### src/rtl/dqpr_pkg.sv
// Shared types, constants and decode table for the quadrature pointer reporter.
package dqpr_pkg;

  localparam int ACCUM_BITS_DEF  = 12;
  localparam int TIME_BITS_DEF   = 32;
  localparam int QUEUE_DEPTH_DEF = 4;

  localparam logic       ENABLE_RST   = 1'b1;
  localparam logic [7:0] INTERVAL_RST = 8'd5;
  localparam logic [7:0] DEBOUNCE_RST = 8'd20;
  localparam logic [3:0] SCALE_RST    = 4'd4;

  typedef enum logic [1:0] {
    REG_ENABLE   = 2'd0,
    REG_INTERVAL = 2'd1,
    REG_DEBOUNCE = 2'd2,
    REG_SCALE    = 2'd3
  } reg_index_t;

  typedef struct packed {
    logic       enable;
    logic [7:0] interval;
    logic [7:0] debounce;
    logic [3:0] scale;
  } cfg_t;

  typedef struct packed {
    logic press;
    logic motion;
  } job_flags_t;

  // 4x Gray-code step; no change and invalid jumps count zero.
  function automatic logic signed [1:0] gray_step(input logic [1:0] prev,
                                                  input logic [1:0] cur);
    logic signed [1:0] step;
    case ({prev, cur})
      4'b0001, 4'b0111, 4'b1110, 4'b1000: step = 2'sd1;
      4'b0010, 4'b1011, 4'b1101, 4'b0100: step = -2'sd1;
      default:                            step = 2'sd0;
    endcase
    return step;
  endfunction

endpackage

### src/rtl/dqpr_front.sv
// Front end: decode both axes, track the button debounce and decide the reports.
module dqpr_front #(
  parameter int ACCUM_BITS = 12,
  parameter int TIME_BITS  = 32
) (
  input  logic                         clk,
  input  logic                         rst,
  input  dqpr_pkg::cfg_t               cfg,
  input  logic                         accept,
  input  logic                         x_plus,
  input  logic                         x_minus,
  input  logic                         y_plus,
  input  logic                         y_minus,
  input  logic                         button_level,
  input  logic [31:0]                  now_ms,
  output logic                         job_push,
  output dqpr_pkg::job_flags_t         job_flags,
  output logic signed [ACCUM_BITS-1:0] job_x,
  output logic signed [ACCUM_BITS-1:0] job_y
);
  import dqpr_pkg::*;

  localparam logic signed [ACCUM_BITS-1:0] ACC_MAX = {1'b0, {(ACCUM_BITS-1){1'b1}}};
  localparam logic signed [ACCUM_BITS-1:0] ACC_MIN = {1'b1, {(ACCUM_BITS-1){1'b0}}};

  logic [1:0]                  x_prev_phase;
  logic [1:0]                  y_prev_phase;
  logic signed [ACCUM_BITS-1:0] x_accum;
  logic signed [ACCUM_BITS-1:0] y_accum;
  logic                        button_prev;
  logic                        debounce_pending;
  logic [TIME_BITS-1:0]        debounce_start_ms;
  logic [TIME_BITS-1:0]        last_report_ms;

  logic [1:0]                  x_phase;
  logic [1:0]                  y_phase;
  logic signed [ACCUM_BITS:0]  x_sum;
  logic signed [ACCUM_BITS:0]  y_sum;
  logic signed [ACCUM_BITS-1:0] x_accum_next;
  logic signed [ACCUM_BITS-1:0] y_accum_next;
  logic [TIME_BITS-1:0]        now_t;
  logic                        pending_eff;
  logic [TIME_BITS-1:0]        start_eff;
  logic                        db_expire;
  logic                        press;
  logic                        motion;
  logic                        take;

  assign x_phase = {x_plus, x_minus};
  assign y_phase = {y_plus, y_minus};
  assign now_t   = TIME_BITS'(now_ms);

  always_comb begin
    x_sum = {x_accum[ACCUM_BITS-1], x_accum} +
            (ACCUM_BITS+1)'(gray_step(x_prev_phase, x_phase));
    y_sum = {y_accum[ACCUM_BITS-1], y_accum} +
            (ACCUM_BITS+1)'(gray_step(y_prev_phase, y_phase));
    if (x_sum[ACCUM_BITS] != x_sum[ACCUM_BITS-1]) begin
      x_accum_next = x_sum[ACCUM_BITS] ? ACC_MIN : ACC_MAX;
    end else begin
      x_accum_next = x_sum[ACCUM_BITS-1:0];
    end
    if (y_sum[ACCUM_BITS] != y_sum[ACCUM_BITS-1]) begin
      y_accum_next = y_sum[ACCUM_BITS] ? ACC_MIN : ACC_MAX;
    end else begin
      y_accum_next = y_sum[ACCUM_BITS-1:0];
    end
  end

  // A change while the timer runs is dropped; a fresh change starts at now.
  assign pending_eff = debounce_pending || (button_level != button_prev);
  assign start_eff   = debounce_pending ? debounce_start_ms : now_t;
  assign db_expire   = pending_eff &&
                       ((now_t - start_eff) >= TIME_BITS'(cfg.debounce));
  assign press       = db_expire && !button_level && button_prev;
  assign motion      = ((now_t - last_report_ms) >= TIME_BITS'(cfg.interval)) &&
                       ((x_accum_next != '0) || (y_accum_next != '0));

  assign take             = accept && cfg.enable;
  assign job_push         = take && (press || motion);
  assign job_flags.press  = press;
  assign job_flags.motion = motion;
  assign job_x            = x_accum_next;
  assign job_y            = y_accum_next;

  always_ff @(posedge clk) begin
    if (rst) begin
      x_prev_phase      <= '0;
      y_prev_phase      <= '0;
      x_accum           <= '0;
      y_accum           <= '0;
      button_prev       <= 1'b1;
      debounce_pending  <= 1'b0;
      debounce_start_ms <= '0;
      last_report_ms    <= '0;
    end else if (take) begin
      x_prev_phase      <= x_phase;
      y_prev_phase      <= y_phase;
      debounce_start_ms <= start_eff;
      if (db_expire) begin
        button_prev      <= button_level;
        debounce_pending <= 1'b0;
      end else begin
        debounce_pending <= pending_eff;
      end
      if (motion) begin
        x_accum        <= '0;
        y_accum        <= '0;
        last_report_ms <= now_t;
      end else begin
        x_accum <= x_accum_next;
        y_accum <= y_accum_next;
      end
    end
  end

endmodule

### src/rtl/dqpr_queue.sv
// Short job queue between the front end and the report sequencer.
module dqpr_queue #(
  parameter int DATA_W = 26,
  parameter int DEPTH  = 4
) (
  input  logic              clk,
  input  logic              rst,
  input  logic              wr_en,
  input  logic [DATA_W-1:0] wr_data,
  output logic              full,
  input  logic              rd_en,
  output logic              rd_valid,
  output logic [DATA_W-1:0] rd_data
);
  localparam int PTR_W = (DEPTH > 1) ? $clog2(DEPTH) : 1;
  localparam int CNT_W = $clog2(DEPTH + 1);
  localparam logic [PTR_W-1:0] PTR_LAST = PTR_W'(DEPTH - 1);
  localparam logic [CNT_W-1:0] CNT_FULL = CNT_W'(DEPTH);

  logic [DATA_W-1:0] mem [DEPTH];
  logic [PTR_W-1:0]  wr_ptr;
  logic [PTR_W-1:0]  rd_ptr;
  logic [CNT_W-1:0]  count;
  logic              do_wr;
  logic              do_rd;

  assign full     = (count == CNT_FULL);
  assign rd_valid = (count != '0);
  assign rd_data  = mem[rd_ptr];
  assign do_wr    = wr_en && !full;
  assign do_rd    = rd_en && rd_valid;

  always_ff @(posedge clk) begin
    if (do_wr) begin
      mem[wr_ptr] <= wr_data;
    end
  end

  always_ff @(posedge clk) begin
    if (rst) begin
      wr_ptr <= '0;
      rd_ptr <= '0;
      count  <= '0;
    end else begin
      if (do_wr) begin
        wr_ptr <= (wr_ptr == PTR_LAST) ? '0 : wr_ptr + 1'b1;
      end
      if (do_rd) begin
        rd_ptr <= (rd_ptr == PTR_LAST) ? '0 : rd_ptr + 1'b1;
      end
      case ({do_wr, do_rd})
        2'b10:   count <= count + 1'b1;
        2'b01:   count <= count - 1'b1;
        default: count <= count;
      endcase
    end
  end

`ifndef ASSERT_OFF
  a_count_range: assert property (@(posedge clk) disable iff (rst)
    count <= CNT_FULL)
    else $error("queue count beyond depth");
`endif

endmodule

### src/rtl/dqpr_back.sv
// Back end: expand each job into press, release and motion reports.
module dqpr_back #(
  parameter int ACCUM_BITS = 12
) (
  input  logic                         clk,
  input  logic                         rst,
  input  logic [3:0]                   scale,
  input  logic                         q_valid,
  input  dqpr_pkg::job_flags_t         q_flags,
  input  logic signed [ACCUM_BITS-1:0] q_x,
  input  logic signed [ACCUM_BITS-1:0] q_y,
  output logic                         q_pop,
  output logic                         empty,
  input  logic                         pop,
  output logic signed [15:0]           report_dx,
  output logic signed [15:0]           report_dy,
  output logic                         left_button,
  output logic                         last
);
  import dqpr_pkg::*;

  logic                         press_p;
  logic                         rel_p;
  logic                         mot_p;
  logic signed [ACCUM_BITS-1:0] cur_x;
  logic signed [ACCUM_BITS-1:0] cur_y;
  logic                         out_valid;

  logic                         busy;
  logic                         emit;
  logic                         finish;
  logic signed [ACCUM_BITS+4:0] prod_x;
  logic signed [ACCUM_BITS+4:0] prod_y;
  logic signed [31:0]           wide_x;
  logic signed [31:0]           wide_y;
  logic signed [15:0]           sat_x;
  logic signed [15:0]           sat_y;

  assign busy   = press_p || rel_p || mot_p;
  assign emit   = busy && (!out_valid || pop);
  assign finish = emit && !press_p && (!rel_p || !mot_p);
  assign q_pop  = q_valid && (!busy || finish);
  assign empty  = !out_valid;

  assign prod_x = cur_x * $signed({1'b0, scale});
  assign prod_y = cur_y * $signed({1'b0, scale});
  assign wide_x = 32'(prod_x);
  assign wide_y = 32'(prod_y);

  always_comb begin
    if (wide_x > 32'sd32767) begin
      sat_x = 16'sh7fff;
    end else if (wide_x < -32'sd32768) begin
      sat_x = 16'sh8000;
    end else begin
      sat_x = wide_x[15:0];
    end
    if (wide_y > 32'sd32767) begin
      sat_y = 16'sh7fff;
    end else if (wide_y < -32'sd32768) begin
      sat_y = 16'sh8000;
    end else begin
      sat_y = wide_y[15:0];
    end
  end

  // Output register: hold until popped.
  always_ff @(posedge clk) begin
    if (emit) begin
      if (press_p) begin
        report_dx   <= '0;
        report_dy   <= '0;
        left_button <= 1'b1;
        last        <= 1'b0;
      end else if (rel_p) begin
        report_dx   <= '0;
        report_dy   <= '0;
        left_button <= 1'b0;
        last        <= !mot_p;
      end else begin
        report_dx   <= sat_x;
        report_dy   <= sat_y;
        left_button <= 1'b0;
        last        <= 1'b1;
      end
    end
  end

  always_ff @(posedge clk) begin
    if (rst) begin
      out_valid <= 1'b0;
    end else if (emit) begin
      out_valid <= 1'b1;
    end else if (pop) begin
      out_valid <= 1'b0;
    end
  end

  always_ff @(posedge clk) begin
    if (q_pop) begin
      cur_x <= q_x;
      cur_y <= q_y;
    end
  end

  always_ff @(posedge clk) begin
    if (rst) begin
      press_p <= 1'b0;
      rel_p   <= 1'b0;
      mot_p   <= 1'b0;
    end else if (q_pop) begin
      press_p <= q_flags.press;
      rel_p   <= q_flags.press;
      mot_p   <= q_flags.motion;
    end else if (emit) begin
      if (press_p) begin
        press_p <= 1'b0;
      end else if (rel_p) begin
        rel_p <= 1'b0;
      end else begin
        mot_p <= 1'b0;
      end
    end
  end

`ifndef ASSERT_OFF
  a_press_has_release: assert property (@(posedge clk) disable iff (rst)
    press_p |-> rel_p)
    else $error("press pending without its release");
  a_press_not_last: assert property (@(posedge clk) disable iff (rst)
    (out_valid && left_button) |-> (!last && report_dx == 16'sd0 && report_dy == 16'sd0))
    else $error("press report malformed");
  a_pop_only_done: assert property (@(posedge clk) disable iff (rst)
    (q_pop && busy) |-> (emit && !press_p))
    else $error("job replaced before its reports went out");
`endif

endmodule

### src/rtl/dual_quadrature_pointer_reporter.sv
// Top level: configuration registers, front end, job queue and report sequencer.
//
//  channel  | handshake                 | payload
//  ---------+---------------------------+-----------------------------------------
//  sample   | push / full               | x_plus x_minus y_plus y_minus
//           |                           | button_level now_ms
//  report   | empty / pop               | report_dx report_dy left_button last
//  config   | psel penable pwrite pready| paddr pwdata prdata
//
// A sample transaction is taken every cycle while the job queue has room; the
// front end decodes, debounces and decides the reports in that same cycle.
// Each job yields one to three report transactions, one per cycle from the
// sequencer's output register, so report throughput is set by pop and by the
// single output register. full rises only when the job queue is full.
// Synchronous reset clears all control state and loads register defaults.
module dual_quadrature_pointer_reporter #(
  parameter int ACCUM_BITS  = dqpr_pkg::ACCUM_BITS_DEF,
  parameter int TIME_BITS   = dqpr_pkg::TIME_BITS_DEF,
  parameter int QUEUE_DEPTH = dqpr_pkg::QUEUE_DEPTH_DEF
) (
  input  logic               clk,
  input  logic               rst,
  input  logic               push,
  output logic               full,
  input  logic               x_plus,
  input  logic               x_minus,
  input  logic               y_plus,
  input  logic               y_minus,
  input  logic               button_level,
  input  logic [31:0]        now_ms,
  output logic               empty,
  input  logic               pop,
  output logic signed [15:0] report_dx,
  output logic signed [15:0] report_dy,
  output logic               left_button,
  output logic               last,
  input  logic               psel,
  input  logic               penable,
  input  logic               pwrite,
  input  logic [3:0]         paddr,
  input  logic [31:0]        pwdata,
  output logic [31:0]        prdata,
  output logic               pready
);
  import dqpr_pkg::*;

  // Queue entry: flags, then X, then Y accumulator snapshot.
  localparam int JOB_W = $bits(job_flags_t) + 2 * ACCUM_BITS;

  cfg_t                         cfg;
  reg_index_t                   reg_sel;
  logic                         cfg_wr;
  logic                         accept;
  logic                         job_push;
  job_flags_t                   job_flags;
  logic signed [ACCUM_BITS-1:0] job_x;
  logic signed [ACCUM_BITS-1:0] job_y;
  logic [JOB_W-1:0]             q_wdata;
  logic [JOB_W-1:0]             q_rdata;
  logic                         q_valid;
  logic                         q_pop;
  job_flags_t                   q_flags;
  logic signed [ACCUM_BITS-1:0] q_x;
  logic signed [ACCUM_BITS-1:0] q_y;

  // Configuration port: no wait states; address bits above the word offset
  // pick the register.
  assign pready  = 1'b1;
  assign reg_sel = reg_index_t'(paddr[3:2]);
  assign cfg_wr  = psel && penable && pwrite && pready;

  always_ff @(posedge clk) begin
    if (rst) begin
      cfg.enable   <= ENABLE_RST;
      cfg.interval <= INTERVAL_RST;
      cfg.debounce <= DEBOUNCE_RST;
      cfg.scale    <= SCALE_RST;
    end else if (cfg_wr) begin
      case (reg_sel)
        REG_ENABLE:   cfg.enable   <= pwdata[0];
        REG_INTERVAL: cfg.interval <= pwdata[7:0];
        REG_DEBOUNCE: cfg.debounce <= pwdata[7:0];
        REG_SCALE:    cfg.scale    <= pwdata[3:0];
        default:      cfg          <= cfg;
      endcase
    end
  end

  always_comb begin
    case (reg_sel)
      REG_ENABLE:   prdata = {31'd0, cfg.enable};
      REG_INTERVAL: prdata = {24'd0, cfg.interval};
      REG_DEBOUNCE: prdata = {24'd0, cfg.debounce};
      REG_SCALE:    prdata = {28'd0, cfg.scale};
      default:      prdata = '0;
    endcase
  end

  // Take a sample whenever the queue can absorb its job.
  assign accept = push && !full;

  dqpr_front #(
    .ACCUM_BITS(ACCUM_BITS),
    .TIME_BITS (TIME_BITS)
  ) u_front (
    .clk         (clk),
    .rst         (rst),
    .cfg         (cfg),
    .accept      (accept),
    .x_plus      (x_plus),
    .x_minus     (x_minus),
    .y_plus      (y_plus),
    .y_minus     (y_minus),
    .button_level(button_level),
    .now_ms      (now_ms),
    .job_push    (job_push),
    .job_flags   (job_flags),
    .job_x       (job_x),
    .job_y       (job_y)
  );

  assign q_wdata = {job_flags, job_x, job_y};

  dqpr_queue #(
    .DATA_W(JOB_W),
    .DEPTH (QUEUE_DEPTH)
  ) u_queue (
    .clk     (clk),
    .rst     (rst),
    .wr_en   (job_push),
    .wr_data (q_wdata),
    .full    (full),
    .rd_en   (q_pop),
    .rd_valid(q_valid),
    .rd_data (q_rdata)
  );

  assign q_flags = q_rdata[JOB_W-1 -: $bits(job_flags_t)];
  assign q_x     = q_rdata[2*ACCUM_BITS-1 -: ACCUM_BITS];
  assign q_y     = q_rdata[ACCUM_BITS-1:0];

  dqpr_back #(
    .ACCUM_BITS(ACCUM_BITS)
  ) u_back (
    .clk        (clk),
    .rst        (rst),
    .scale      (cfg.scale),
    .q_valid    (q_valid),
    .q_flags    (q_flags),
    .q_x        (q_x),
    .q_y        (q_y),
    .q_pop      (q_pop),
    .empty      (empty),
    .pop        (pop),
    .report_dx  (report_dx),
    .report_dy  (report_dy),
    .left_button(left_button),
    .last       (last)
  );

endmodule

### config.mk
export PLATFORM = sky130hd
export DESIGN_NAME = dual_quadrature_pointer_reporter
export DESIGN_NICKNAME = d
export VERILOG_FILES = /design/src/rtl/dqpr_pkg.sv /design/src/rtl/dqpr_front.sv /design/src/rtl/dqpr_queue.sv /design/src/rtl/dqpr_back.sv /design/src/rtl/dual_quadrature_pointer_reporter.sv
export SDC_FILE = /design/constraint.sdc
export NUM_CORES = 1
export LEC_CHECK = 0
export ABC_AREA = 1
export BUFFER_PORTS_ARGS = -buffer_cell sky130_fd_sc_hd__buf_4
export CORE_UTILIZATION = 40
export CTS_CLUSTER_DIAMETER = 120
export DETAILED_ROUTE_END_ITERATION = 7
export GPL_TIMING_DRIVEN = 0
export PLACE_DENSITY = 0.61
export SKIP_LAST_GASP = 1
export SYNTH_ARGS = -nofsm -noshare
export SYNTH_HDL_FRONTEND = slang
export SYNTH_SLANG_ARGS = --single-unit
### constraint.sdc
create_clock -name clk -period 7.5 [get_ports clk]
set_input_delay 0 -clock clk [delete_from_list [all_inputs] [get_ports clk]]
set_output_delay 0 -clock clk [all_outputs]
set_load 0.02 [all_outputs]
### Word level (Yosys, flattened, before mapping)

Memories as Yosys holds them, arrays and structs flattened. A register that Yosys moved wholly into a read port is not among the register bits.
Cells that the tools add are included.
W data, S select, Z words.

| cells by class | value |
|---|---|
| divide/modulo/power cells | 0 |
| shift operators | 0 |
| muxes and demuxes | 33 |
| $lt $le $gt $ge | 6 |
| equality and inequality tests | 13 |
| bitwise gates (word level) | 0 |
| reductions and logical operators | 48 |
| multiply operators | 2 |
| add/subtract/negate cells | 8 |

Operators by type and width:

| operator | number |
|---|---|
| $pmux W32 S4 | 1 |
| $mux W12 | 6 |
| $ge A32 B8 Y1 | 2 |
| $sub A32 B32 Y32 | 2 |
| $gt A17 B16 Y1 const B | 2 |
| $lt A17 B16 Y1 const B | 2 |
| $mul A12 B5 Y17 | 2 |
| $mux W16 | 2 |
| $mux W32 | 1 |
| $mux W15 | 2 |
| $add A12 B2 Y13 | 2 |
| $reduce_bool A12 Y1 | 2 |
| $mux W1 | 16 |
| $logic_and A1 B1 Y1 | 15 |
| $reduce_and A2 Y1 | 7 |
| $eq A2 B2 Y1 const B | 5 |
| $logic_or A1 B1 Y1 | 8 |
| $mux W2 | 4 |
| $logic_not A1 Y1 | 7 |
| $pmux W3 S2 | 1 |
| $reduce_bool A2 Y1 | 3 |
| $reduce_or A3 Y1 | 2 |
| $add A2 B1 Y2 const B | 2 |
| $eq A2 B1 Y1 const B | 2 |
| other kinds (9) | 12 |

| word-level totals | value |
|---|---|
| bits of input ports | 80 |
| bits in writable memories | 104 |
| bits in latches | 0 |
| memories kept | 3 |
| logic and storage cells | 140 |
| register bits after elaboration | 184 |
| bits in read-only memories | 64 |

Memories:

| name | depth | bits a word | rd ports | clocked after memory_dff | write ports | RTL line | RTL |
|---|---|---|---|---|---|---|---|
| u_queue.mem | 4 | 26 | 1 | 1 | 1 | dqpr_queue.sv:20 | `logic [DATA_W-1:0] mem [DEPTH];` |
| (no name shown) | 16 | 2 | 1 | 0 | 0 | dqpr_pkg.sv:36 | `case ({prev, cur})` |
| (no name shown) | 16 | 2 | 1 | 0 | 0 | dqpr_pkg.sv:36 |  |

### Longest topological paths before layout

Gate-level depths: netlist (run 1).
An unclocked memory read counts as a cell.

| logic depth | value |
|---|---|
| depth after elaboration | 12 |
| mapped depth | 33 |
| mapped depth without buffers | 32 |

### Modules after synthesis

From an unflattened synthesis (run 1), not the netlist that was laid out.

| second synthesis, totals | value |
|---|---|
| cells, all modules | 3378 |
| area, all modules | 23528.8 um^2 |

By module, submodules not included:

| module | times used | sequential area each (um^2) | area an instance (um^2) | cells an instance |
|---|---|---|---|---|
| dqpr_front | 1 | 1881.8 | 11471.0 | 2018 |
| dqpr_back | 1 | 1821.7 | 6472.5 | 849 |
| dqpr_queue | 1 | 3303.2 | 4350.4 | 322 |
| dual_quadrature_pointer_reporter | 1 | 420.4 | 1234.9 | 189 |

### Worst setup path after synthesis (run 1)

Ideal clock, no wire load.

| timing | value |
|---|---|
| path type | reg-to-reg |
| from | register u_front.debounce_pending |
| to | memory u_queue.mem[3][0], enable pin |
| cell stages (with the launch flop) | 25 |
| data arrival time | 4432 ps |
| buffers on the path | 2 |
| setup slack | 2659 ps |
| data required time | 7091 ps |
| clock period less this slack | 4841 ps |
| cell sequence | dfxtp_1 clkbuf_1 clkbuf_1 mux2i_1 ha_1 nand2_1 nand3_1 nand2_1 nand2_1 xor2_1 ha_1 nand2_1 o21ai_0 a21oi_1 nand2_1 nor2_1 nand3_1 nor2_1 nand2_1 nor2_1 nand3_1 nand2_1 inv_1 o21ai_2 nor2_1 |

| on the way | value |
|---|---|
| word-level cells in the longest chain between the ends | 11 |
| elaborated cells on any way between the ends | 12 |

Ends and longest elaborated chain:

| element | RTL line | RTL |
|---|---|---|
| start: declaration | dqpr_front.sv:31 | `logic debounce_pending;` |
| start signal: assignment | dqpr_front.sv:104 | `debounce_pending <= pending_eff;` |
| $mux W32 | dqpr_front.sv:72 | `assign start_eff = debounce_pending ? debounce_start_ms : now_t;` |
| $sub A32 B32 Y32 | dqpr_front.sv:74 | `((now_t - start_eff) >= TIME_BITS'(cfg.debounce));` |
| $ge A32 B8 Y1 | dqpr_front.sv:74 |  |
| $logic_and A1 B1 Y1 * | dqpr_front.sv:73 | `assign db_expire = pending_eff &&` |
| $logic_and A1 B1 Y1 * (2 in series) | dqpr_front.sv:75 | `assign press = db_expire && !button_level && button_prev;` |
| named net u_front.press | dqpr_front.sv:45 | `logic press;` |
| $logic_or A1 B1 Y1 * | dqpr_front.sv:80 | `assign job_push = take && (press \|\| motion);` |
| $logic_and A1 B1 Y1 * | dqpr_front.sv:80 |  |
| $logic_and A1 B1 Y1 * | dqpr_queue.sv:30 | `assign do_wr = wr_en && !full;` |
| $mux W1 * | dqpr_queue.sv:34 | `if (do_wr) begin` |
| $mux W1 (not written as such) * | dqpr_queue.sv:35 | `mem[wr_ptr] <= wr_data;` |
| end: declaration | dqpr_queue.sv:20 |  |

Mark *: on every way through the listed nets, which the timed path passes. The rest lies on a longest branch.

### Worst setup path after layout (run 1)

| timing | value |
|---|---|
| from | register u_front.debounce_pending |
| to | register u_queue.count[2] |

| on the way | value |
|---|---|
| word-level cells in the longest chain between the ends | 11 |
| elaborated cells on any way between the ends | 14 |

Ends and longest elaborated chain:

| element | RTL line | RTL |
|---|---|---|
| $mux W32 | dqpr_front.sv:72 |  |
| $sub A32 B32 Y32 | dqpr_front.sv:74 |  |
| $ge A32 B8 Y1 | dqpr_front.sv:74 |  |
| $logic_and A1 B1 Y1 * | dqpr_front.sv:73 |  |
| $logic_and A1 B1 Y1 * (2 in series) | dqpr_front.sv:75 |  |
| named net u_front.press | dqpr_front.sv:45 |  |
| $logic_or A1 B1 Y1 * | dqpr_front.sv:80 |  |
| $logic_and A1 B1 Y1 * | dqpr_front.sv:80 |  |
| $logic_and A1 B1 Y1 * | dqpr_queue.sv:30 |  |
| $eq A2 B1 Y1 or $eq A2 B2 Y1 (tied branches) | dqpr_queue.sv:51 | `case ({do_wr, do_rd})` |
| $pmux W3 S2 or $reduce_bool A2 Y1 (tied branches) | n/a |  |
| end signal: assignment | dqpr_queue.sv:52 | `2'b10: count <= count + 1'b1;` |
| end signal: assignment | dqpr_queue.sv:53 | `2'b01: count <= count - 1'b1;` |
| end signal: assignment | dqpr_queue.sv:54 | `default: count <= count;` |
| end: declaration | dqpr_queue.sv:23 | `logic [CNT_W-1:0] count;` |

Marked as above.
A chain may end at the register's enable or synchronous reset.

==> results of run 1 <==
[flip-flops by register name, indices dropped and copies added, names as in the netlist, 2 cells and up, named ones only]
name	cells
u_front.last_report_ms	32
u_front.y_prev_phase	2
u_front.y_accum	12
u_queue.count	3
u_queue.rd_ptr	2
cfg	21
u_queue.wr_ptr	2
u_queue.mem	104
u_back.cur_x	12
u_back.report_dx	16
u_front.x_prev_phase	2
u_back.cur_y	12
u_front.debounce_start_ms	32
u_front.x_accum	12
u_back.report_dy	16
[final timing paths]
kind | slack, ns | cells after the start | startpoint | endpoint
worst min register to register | 0.45 | 2 | u_front.debounce_start_ms[1]$_SDFFE_PP0P_ | u_front.debounce_start_ms[1]$_SDFFE_PP0P_
worst min-delay path | 0.02 | 5 | pwrite | cfg[12]$_SDFFE_PP1P_
worst max register to register | 1.14 | 30 | u_front.debounce_pending$_SDFFE_PP0P_ | u_queue.count[2]$_SDFFE_PP0P_
worst max-delay path | 1.14 | 30 | u_front.debounce_pending$_SDFFE_PP0P_ | u_queue.count[2]$_SDFFE_PP0P_
[power by group through the flow]
stage	sequential (mW)	combinational, mW	clock [mW]
final	2.40	3.01	1.65
after global routing	2.44	3.45	1.75
after CTS	2.40	3.04	1.68
after detailed placement	2.43	3.00	0
after global placement	2.45	2.92	0
after floorplan	2.53	1.99	0
[cells in the final DEF (no fill, tap or decap), types with 8 or more instances in the layout]
cell,instances
sky130_fd_sc_hd__a211oi_1,11
sky130_fd_sc_hd__a21oi_1,171
sky130_fd_sc_hd__buf_2,8
sky130_fd_sc_hd__buf_4,125
sky130_fd_sc_hd__clkbuf_1,62
sky130_fd_sc_hd__clkbuf_16,35
sky130_fd_sc_hd__conb_1,25
sky130_fd_sc_hd__dfxtp_1,128
sky130_fd_sc_hd__dlygate4sd3_1,55
sky130_fd_sc_hd__edfxtp_1,162
sky130_fd_sc_hd__fa_1,55
sky130_fd_sc_hd__ha_1,182
sky130_fd_sc_hd__inv_1,538
sky130_fd_sc_hd__mux2i_1,29
sky130_fd_sc_hd__nand2_1,815
sky130_fd_sc_hd__nand3_1,136
sky130_fd_sc_hd__nand3b_1,9
sky130_fd_sc_hd__nand4_1,33
sky130_fd_sc_hd__nor2_1,303
sky130_fd_sc_hd__nor3_1,13
sky130_fd_sc_hd__o21ai_0,149
sky130_fd_sc_hd__o21bai_1,17
sky130_fd_sc_hd__o22ai_1,30
sky130_fd_sc_hd__xnor2_1,23
sky130_fd_sc_hd__xor2_1,48
[per-layer routing]
| layer | up-vias | GRT usage (%) |
|---|---|---|
| li1 | 9963 | - |
| met1 | 8490 | 29.17 |
| met2 | 440 | 33.56 |
| met3 | 68 | 2.709 |
| met4 | 2 | 5.328 |
| met5 | - | 0 |
[cell families after synthesis]
family	after synthesis
buffers and inverters	641
other	2
XOR/XNOR	71
flip-flops	290
multiplexers	29
AND/OR/NAND/NOR	1333
adder cells (fa/ha/maj)	237
AO/OA/AOI/OAI	406
[area by class of cell]
class / instances / area [sq um]
clock inverter: 16 / 132.6
buffer: 101 / 528.0
multi-input combinational: 2101 / 12020
inverter: 540 / 2027
clock buffer: 46 / 977.2
sequential: 290 / 7427
timing repair buffer: 153 / 1294
tap: 696 / 870.8
fill: 5437 / 28650
[timing repair]
action / 4_1_cts / 5_1_grt
hold endpoints to repair: 99 / 0
gates resized for setup: 0 / 0
hold buffers: 55 / 0
[worst register-to-register path, delay by kind of cell, from the launching register on]
kind / cells / cell delay, ns
xor+xnor: 1 / 0.25
simple gates: 12 / 1.41
mux: 1 / 0.32
fa+ha+maj: 4 / 1.25
buf+inv: 4 / 1.27
compound gates: 8 / 1.40
flops: 1 / 0.33
==> results.ini, run 1 <==
[critical_path]
timing.critical_path.mode_cell = sky130_fd_sc_hd__nand2_1
crit_required_ns = 7.93
critical_path.slowest_cell = sky130_fd_sc_hd__clkbuf_1
timing.critical_path.fanout_max = 10
endpoint_kind = flop
path_buf_inv = 4
dominant_delay_contributor_by_cell_family_on_the_critical_path = simple AND/OR/NAND/NOR gates
cpPeakStageDelay_ns = 0.65
worstPathArrival_ns = 6.80
worst_setup_path_start_kind = flop
critical_path_class = flop to flop

[synthesis]
syn_std_cell_area_sq_mm = 0.02186
synth_sequential_area_ratio_pct = 33.98
synth.cells.most_frequent = sky130_fd_sc_hd__nand2_1, sky130_fd_sc_hd__inv_1, sky130_fd_sc_hd__nor2_1, sky130_fd_sc_hd__ha_1, sky130_fd_sc_hd__a21oi_1
synthXorXnorAreaFrac_pct = 2.845
mux_contribution_to_synthesized_area_pct = 1.328
synthesis.instances = 3009
asyncSetResetFlopFracSynth_pct = 0
synth_warnings = 0
post_synth_fa_ha_maj_area_fraction_pct = 15.46
synth-seq-cells = 290
area_fraction_in_compound_gates_after_synthesis_pct = 10.16
synth-main-ff-cell = sky130_fd_sc_hd__edfxtp_1
post_synth.cell_area_avg_sq_um = 7.264
main_combinational_cell_family_by_area_after_synthesis = simple AND/OR/NAND/NOR gates
synthMostInstantiatedCell = sky130_fd_sc_hd__nand2_1
synth_cell_types = 43
synth_top_area_cell = sky130_fd_sc_hd__edfxtp_1
synth_area_leaders = sky130_fd_sc_hd__edfxtp_1, sky130_fd_sc_hd__nand2_1, sky130_fd_sc_hd__dfxtp_1
portion_of_synthesized_cell_area_occupied_by_the_leading_cell_type_pct = 22.26
synth_edf_count = 162
yosys.area_share.simple_pct = 24.51

[place]
place.port_buffers = 97
gp_weighted_congestion = 0.9316
dpl.cell_count = 3826
placement_stage_worst_setup_slack_ns = 1.220
placement.cell_area_sq_mm = 0.02361
detailedPlacementHpwl_microns = 44430

[pwr]
cellLeakagePower_nw = 12.78
switching_power_mw = 2.852
vdd_ir_drop_max_v = 0.0001939
power.combinational.fraction_pct = 42.7
p_int_mw = 4.212
sw_frac_of_total_pct = 40.38
share_clk_of_total_power_pct = 23.4
power_mw = 7.063
seq_power_share_pct = 34.0
powerDensity_mw_per_mm2 = 279.5

[floorplanning]
start_util_pct = 40.54
die_w_microns = 235.8
placeable_core_region_sq_mm = 0.05392
die_y_microns = 235.8
fp.dieArea_sq_mm = 0.05558
num_io_pins = 149
floorplan.rows = 85

[outcome]
run_status = completed

[job]
drv.max_cap_violation_count = 0

[timing]
layout_setup_ws_ns = 1.137
hold-worst-slack_ns = 0.02207
final_hold_viol_count = 0
max_slew.worst_pin.slew_ns = 0.9488
setup_repair_after_global_routing_missed_its_margin = no
final_setup_vio_count = 0
timing.max_slew.rel_slack_pct = 36.75
fmaxAchievable_mhz = 157.2
finClkSkew_ns = 0.01319
final_max_tran_viols = 0
timing.final.crit_share_pct = 84.84
timing.setup.tns_ns = 0
finalCriticalPeriod_ns = 6.363

[global_routing]
via_count_of_the_first_global_routing_pass = 18112
antenna_found_initial = 1
global_route.overflow_total = 0
maximum_number_of_pins_on_one_net_before_global_route_repair = 35
grt_pass1_wl_microns = 93270
grtUsageTotal_pct = 20.76

[layout]
final_area_sq_mm = 0.02527
post_layout_nonfiller_instances = 3943
antenna_cells = 0
finalCoreUtilization_pct = 46.87
area_growth_from_synthesis_to_layout_pct = 15.63
fraction_of_layout_cells_with_a_size_suffix_above_1_pct = 6.560
final_net_count = 3538

[detailed_routing]
final_antenna_net_count = 0
drt_first_pass_iters = 5
dr_wl_met2_microns = 24910
drt-met1-wl_microns = 27690
totalWireLength_microns = 56460
drc_errors = 0
post_drt_wl_per_cell_microns = 14.32
met3_wirelength_microns = 2723
drtIter0Drc = 1309
vias_per_cell = 4.809
topRoutingLayerUsed = met5
routed_vias = 18963

[clock_network]
clk_root_buffer_cell = sky130_fd_sc_hd__clkbuf_16
clock_tree.buffer_depth = 3
clkSinkCount = 290
htreeDepth = 2
post-cts-setup-buffers = 0
clk_transition_reported_paths_ns = 0.06
numCtsBuffers = 34
insertion_delay_ns = 0.56
cts_tree = built

[min_path]
holdCritPathClass = input pin to flop

Power figures use the tool's default switching activity.
==> inputs of run 2 (changes only) <==
Settings changed: PLACE_DENSITY 0.61 to 0.63.
Clock period 7.5 ns to 5.3 ns, I/O delays scaled along.
==> results.ini, run 2 (synthesis results as in run 1) <==
[min_path]
holdCritPathClass = input pin to flop

[timing]
timing.final.crit_share_pct = 93.12
layout_setup_ws_ns = 0.3647
setup_repair_after_global_routing_missed_its_margin = yes
finalCriticalPeriod_ns = 4.935
final_setup_vio_count = 0
max_slew.worst_pin.slew_ns = 0.9056
finClkSkew_ns = 0.02183
final_hold_viol_count = 0
timing.max_slew.rel_slack_pct = 39.63
fmaxAchievable_mhz = 202.6
final_max_tran_viols = 0

[place]
gp_weighted_congestion = 0.9443
detailedPlacementHpwl_microns = 44480
place.port_buffers = 97
placement_stage_worst_setup_slack_ns = -0.9539
placement.cell_area_sq_mm = 0.02361

[layout]
finalCoreUtilization_pct = 47.25
layout.cells.most_common = sky130_fd_sc_hd__nand2_1
antenna_cells = 0
seqCellArea_sq_mm = 0.007431
largest-register = u_queue.mem
fraction_of_layout_cells_with_a_size_suffix_above_1_pct = 7.548
largest_register_ff_count = 104
leading_cell_types_in_the_layout_fill_and_taps_excluded = sky130_fd_sc_hd__nand2_1, sky130_fd_sc_hd__inv_1, sky130_fd_sc_hd__nor2_1
area_growth_from_synthesis_to_layout_pct = 16.56
largestRegisters = u_queue.mem x104, u_front.debounce_start_ms x32, u_front.last_report_ms x32
final_area_sq_mm = 0.02548
final_net_count = 3537
fill_cells = 5424
multi_input_area_sq_mm = 0.01215

[floorplanning]
die_y_microns = 235.8
placeable_core_region_sq_mm = 0.05392
fp.dieArea_sq_mm = 0.05558
start_util_pct = 40.54
floorplan.rows = 85
die_w_microns = 235.8
num_io_pins = 149

[global_routing]
grtUsageTotal_pct = 20.69
via_count_of_the_first_global_routing_pass = 17994
grt_pass1_wl_microns = 93080
antenna_found_initial = 2
global_route.overflow_total = 0
maximum_number_of_pins_on_one_net_before_global_route_repair = 35

[critical_path]
timing.critical_path.fanout_max = 10
timing.critical_path.mode_cell = sky130_fd_sc_hd__nand2_1
critical_path_class = flop to flop
path_buf_inv = 5
worstPathArrival_ns = 5.38
critical_path.slowest_cell = sky130_fd_sc_hd__dfxtp_4
endpoint_kind = flop
dominant_delay_contributor_by_cell_family_on_the_critical_path = simple AND/OR/NAND/NOR gates
cpPeakStageDelay_ns = 0.42
worst_setup_path_start_kind = flop
crit_required_ns = 5.74

[detailed_routing]
drtIter0Drc = 1197
drt_first_pass_iters = 5
final_antenna_net_count = 0
vias_per_cell = 4.857
totalWireLength_microns = 57110
routed_vias = 19145
post_drt_wl_per_cell_microns = 14.49
drc_errors = 0

[clock_network]
clk_transition_reported_paths_ns = 0.06
numCtsBuffers = 34
insertion_delay_ns = 0.57
clkSinkCount = 290
clk_root_buffer_cell = sky130_fd_sc_hd__clkbuf_16
htreeDepth = 2
clock_tree.buffer_depth = 3
cts_tree = built

[pwr]
powerDensity_mw_per_mm2 = 397.7
cellLeakagePower_nw = 12.84
power_mw = 10.13
vdd_ir_drop_max_v = 0.0002488

[outcome]
run_status = completed

[job]
drv.max_cap_violation_count = 0

## run 2: cell types whose count changed in the layout (fill, tap and decap cells not counted), moves of 4 or more
cell / delta
sky130_fd_sc_hd__buf_4: +5
sky130_fd_sc_hd__clkbuf_1: -7
sky130_fd_sc_hd__clkbuf_2: +5
sky130_fd_sc_hd__clkinv_4: +4
sky130_fd_sc_hd__mux2i_1: -4
## run 2: worst reg2reg max path, delay by kind of cell, from the launching register on
kind | cells | cell delay (ns)
simple gates | 12 | 1.25
fa+ha+maj | 4 | 1.09
compound gates | 8 | 1.07
buf+inv | 5 | 0.45
flops | 1 | 0.42
mux | 1 | 0.31
xor+xnor | 1 | 0.20
## run 2: metrics by stage
stage               instances   TNS, ns  hold slack (ns)
floorplan                3032         0           0.1263
global placement         3825   -142.83           0.2353
detailed placement       3826    -32.95           0.2426
CTS                      3940         0        0.0001438
global route             3942  -0.08403          0.05427
finish                   3942         0          0.01284
## run 2: per-layer routing
metal  vias to the layer above  wire, microns  GRT usage, %
li1                       9953              -             -
met4                         2            874         4.278
met2                       441          25660         34.17
met5                         -             13             0
met3                        59           2754         2.662
met1                      8690          27810         28.90
## run 2: report_power, final
group          internal, mW  switching, mW
clock network          1.40           1.02
registers              3.17          0.230
logic                  1.46           2.85
## run 2: path summary, 6_finish.rpt
path | startpoint | end | slack (ns) | depth (start not counted)
setup / recovery | u_front.debounce_pending$_SDFFE_PP0P_ | u_queue.count[2]$_SDFFE_PP0P_ | 0.36 | 31
hold reg to reg | u_front.debounce_start_ms[1]$_SDFFE_PP0P_ | u_front.debounce_start_ms[1]$_SDFFE_PP0P_ | 0.46 | 2
hold / removal | pwrite | cfg[20]$_SDFFE_PP1P_ | 0.01 | 6
setup reg to reg | u_front.debounce_pending$_SDFFE_PP0P_ | u_queue.count[2]$_SDFFE_PP0P_ | 0.36 | 31
## run 2: cell type report
cell class              count  area share (%)
plain buffers              98           2.117
clock buffers              44           3.605
clock inverters            18          0.8988
inverters                 540           7.981
multi-input cells        2101           47.70
flip-flops and latches    290           29.17
well taps                 696           3.418
repair buffers            155           5.108
## run 2: repair_timing
| item | 4_1_cts | 5_1_grt |
|---|---|---|
| pin swaps | 1 | 2 |
| hold buffers | 52 | 0 |
| buffers inserted | 1 | 4 |
| resized for setup | 6 | 42 |
| setup endpoints to repair | 108 | 136 |
| endpoints found under the hold margin | 99 | 0 |
==> inputs of run 3 (changes only) <==
Settings changed: CORE_UTILIZATION 40 to 57, PLACE_DENSITY 0.63 to 0.83, SYNTH_HIERARCHICAL set to 1.
==> results.ini, run 3 <==
[synthesis]
synth_warnings = 6
synth-seq-cells = 290
asyncSetResetFlopFracSynth_pct = 0
synth_cell_types = 48
synth_area_leaders = sky130_fd_sc_hd__edfxtp_1, sky130_fd_sc_hd__nand2_1, sky130_fd_sc_hd__dfxtp_1
synth.cells.most_frequent = sky130_fd_sc_hd__nand2_1, sky130_fd_sc_hd__inv_1, sky130_fd_sc_hd__nor2_1, sky130_fd_sc_hd__a21oi_1, sky130_fd_sc_hd__ha_1
post_synth.cell_area_avg_sq_um = 6.965
synth_sequential_area_ratio_pct = 31.57
syn_std_cell_area_sq_mm = 0.02353
synthMostInstantiatedCell = sky130_fd_sc_hd__nand2_1
synth_top_area_cell = sky130_fd_sc_hd__edfxtp_1
synth-main-ff-cell = sky130_fd_sc_hd__edfxtp_1
synthesis.instances = 3378
portion_of_synthesized_cell_area_occupied_by_the_leading_cell_type_pct = 20.68
synth_edf_count = 162

[timing]
final_hold_viol_count = 0
final_setup_vio_count = 0
max_slew.worst_pin.slew_ns = 1.009
timing.setup.tns_ns = 0
layout_setup_ws_ns = 0.3015
hold-worst-slack_ns = 0.07299
final_max_tran_viols = 0
finClkSkew_ns = 0.01807
finalCriticalPeriod_ns = 4.999
timing.final.crit_share_pct = 94.31
timing.max_slew.rel_slack_pct = 32.57
fmaxAchievable_mhz = 200.1
setup_repair_after_global_routing_missed_its_margin = yes

[layout]
largest_register_ff_count = 104
largest-register = u_queue/mem
leading_cell_types_in_the_layout_fill_and_taps_excluded = sky130_fd_sc_hd__nand2_1, sky130_fd_sc_hd__inv_1, sky130_fd_sc_hd__nor2_1
area_growth_from_synthesis_to_layout_pct = 14.58
fraction_of_layout_cells_with_a_size_suffix_above_1_pct = 9.766
final_net_count = 3919
layout.cells.most_common = sky130_fd_sc_hd__nand2_1
largestRegisters = u_queue/mem x104, u_front/debounce_start_ms x32, u_front/last_report_ms x32
final_area_sq_mm = 0.02696

[critical_path]
cpPeakStageDelay_ns = 0.40
crit_path_cell_trace = inv_4 -> or2_2 -> o21ai_0 -> inv_1 -> ha_1 -> fa_1 -> inv_1 -> nand3_1 -> nand2_1 -> nand2_1 -> nand2_1 -> xor2_2 -> ha_1 -> nand4_1 -> nor3_2 -> nand3_1 -> nand4_1 -> nand2_2 -> o21ai_2 -> nand2_4 -> buf_4 -> nor2_4
worstPathArrival_ns = 5.23
timing.reg2reg.setup_slack_ns = 0.30
critical_path.slowest_cell = sky130_fd_sc_hd__dfxtp_2
critical_path_class = flop to flop
timing.critical_path.fanout_max = 17
timing.critical_path.mode_cell = sky130_fd_sc_hd__nand2_1
worst_setup_path_start_kind = flop
crit_required_ns = 5.53
endpoint_kind = flop

[floorplanning]
floorplan.rows = 74
num_io_pins = 149
placeable_core_region_sq_mm = 0.04074
start_util_pct = 57.75
die_w_microns = 205.2
die_y_microns = 205.2
fp.dieArea_sq_mm = 0.04209

[clock_network]
clk_transition_reported_paths_ns = 0.06
clock_tree.buffer_depth = 3
htreeDepth = 1
numCtsBuffers = 29
clkSinkCount = 290
clk_root_buffer_cell = sky130_fd_sc_hd__clkbuf_16
insertion_delay_ns = 0.59
cts_tree = built

[outcome]
run_status = completed

[detailed_routing]
drc_errors = 0
drtIter0Drc = 2207
post_drt_wl_per_cell_microns = 15.01
totalWireLength_microns = 62480
final_antenna_net_count = 0
routed_vias = 22171
drt_first_pass_iters = 6
vias_per_cell = 5.326

[place]
gp_weighted_congestion = 0.9321
placement.cell_area_sq_mm = 0.02511
detailedPlacementHpwl_microns = 46770
placement_stage_worst_setup_slack_ns = -0.7696
place.port_buffers = 97

[pwr]
vdd_ir_drop_max_v = 0.0003025
cellLeakagePower_nw = 14.09
powerDensity_mw_per_mm2 = 410.8

[global_routing]
antenna_found_initial = 4
grtUsageTotal_pct = 29.21
via_count_of_the_first_global_routing_pass = 20427
grt_pass1_wl_microns = 99230
maximum_number_of_pins_on_one_net_before_global_route_repair = 35
global_route.overflow_total = 0

[min_path]
holdCritPathClass = input pin to flop

[job]
drv.max_cap_violation_count = 0

run 3: timing repair:
action | in CTS | in global routing
setup buffers | 3 | 4
gates resized for setup | 11 | 21
hold buffers | 62 | 0
pin swaps | 3 | 3
endpoints found under the setup margin | 107 | 107
endpoints found under the hold margin | 102 | 0
gates cloned | 2 | 0
run 3: metrics by stage:
step / std cells / total power, mW / utilization [%]
2_1_floorplan: 3401 / 7.197 / -
3_3_place_gp: 4030 / 8.444 / 61.39
3_5_place_dp: 4033 / 8.646 / 61.65
4_1_cts: 4153 / 10.93 / 65.82
5_1_grt: 4161 / 11.86 / 66.16
6_report: 4163 / 11.08 / 66.18
run 3: area by class of cell:
cell class	instances	area [sq um]
buffer	106	659.4
sequential	290	7428
inverter	618	2327
tap	532	665.6
fill	3316	13780
clock inverter	15	183.9
timing repair buffer	169	1496
antenna	6	15.01
clock buffer	39	824.5
multi-input combinational	2388	13360
run 3: worst max-delay path: cells and delay by family (launching register included):
kind | cells | cell delay, ns
AO/OA/AOI/OAI | 2 | 0.42
AND/OR/NAND/NOR | 12 | 2.23
XOR/XNOR | 1 | 0.13
buffers and inverters | 4 | 0.51
adder cells (fa/ha/maj) | 3 | 0.92
flip-flops | 1 | 0.40
run 3: power by group:
| group | switching, mW | total [mW] | internal, mW |
|---|---|---|---|
| Sequential | 0.290 | 3.59 | 3.30 |
| Combinational | 3.50 | 5.31 | 1.82 |
| Clock | 0.921 | 2.17 | 1.25 |
run 3: cells by family after synthesis:
group | after synthesis | synth area share, %
flip-flops | 290 | 31.57
AO/OA/AOI/OAI | 416 | 9.599
XOR/XNOR | 56 | 2.085
other | 2 | 0.03192
AND/OR/NAND/NOR | 1652 | 29.69
adder cells (fa/ha/maj) | 237 | 14.36
buffers and inverters | 725 | 12.67
run 3: layer usage:
layer  up-vias  routed length, microns  track usage, %
met4         0                    2165           10.69
met2       934                   28360           48.47
met3       151                    4818           3.754
met1      9987                   27130           38.96
li1      11099                       -               -
met5         -                       0               0
run 3: final timing paths:
path,startpoint,end,cells past startpoint
setup reg to reg,u_front/debounce_pending$_SDFFE_PP0P_,u_queue/mem[3][7]$_DFFE_PP_,22
hold / removal,penable,cfg[20]$_SDFFE_PP1P_,6
hold reg to reg,u_front/y_accum[0]$_SDFFE_PP0P_,u_front/y_accum[0]$_SDFFE_PP0P_,2
setup / recovery,u_front/debounce_pending$_SDFFE_PP0P_,u_queue/mem[3][7]$_DFFE_PP_,22
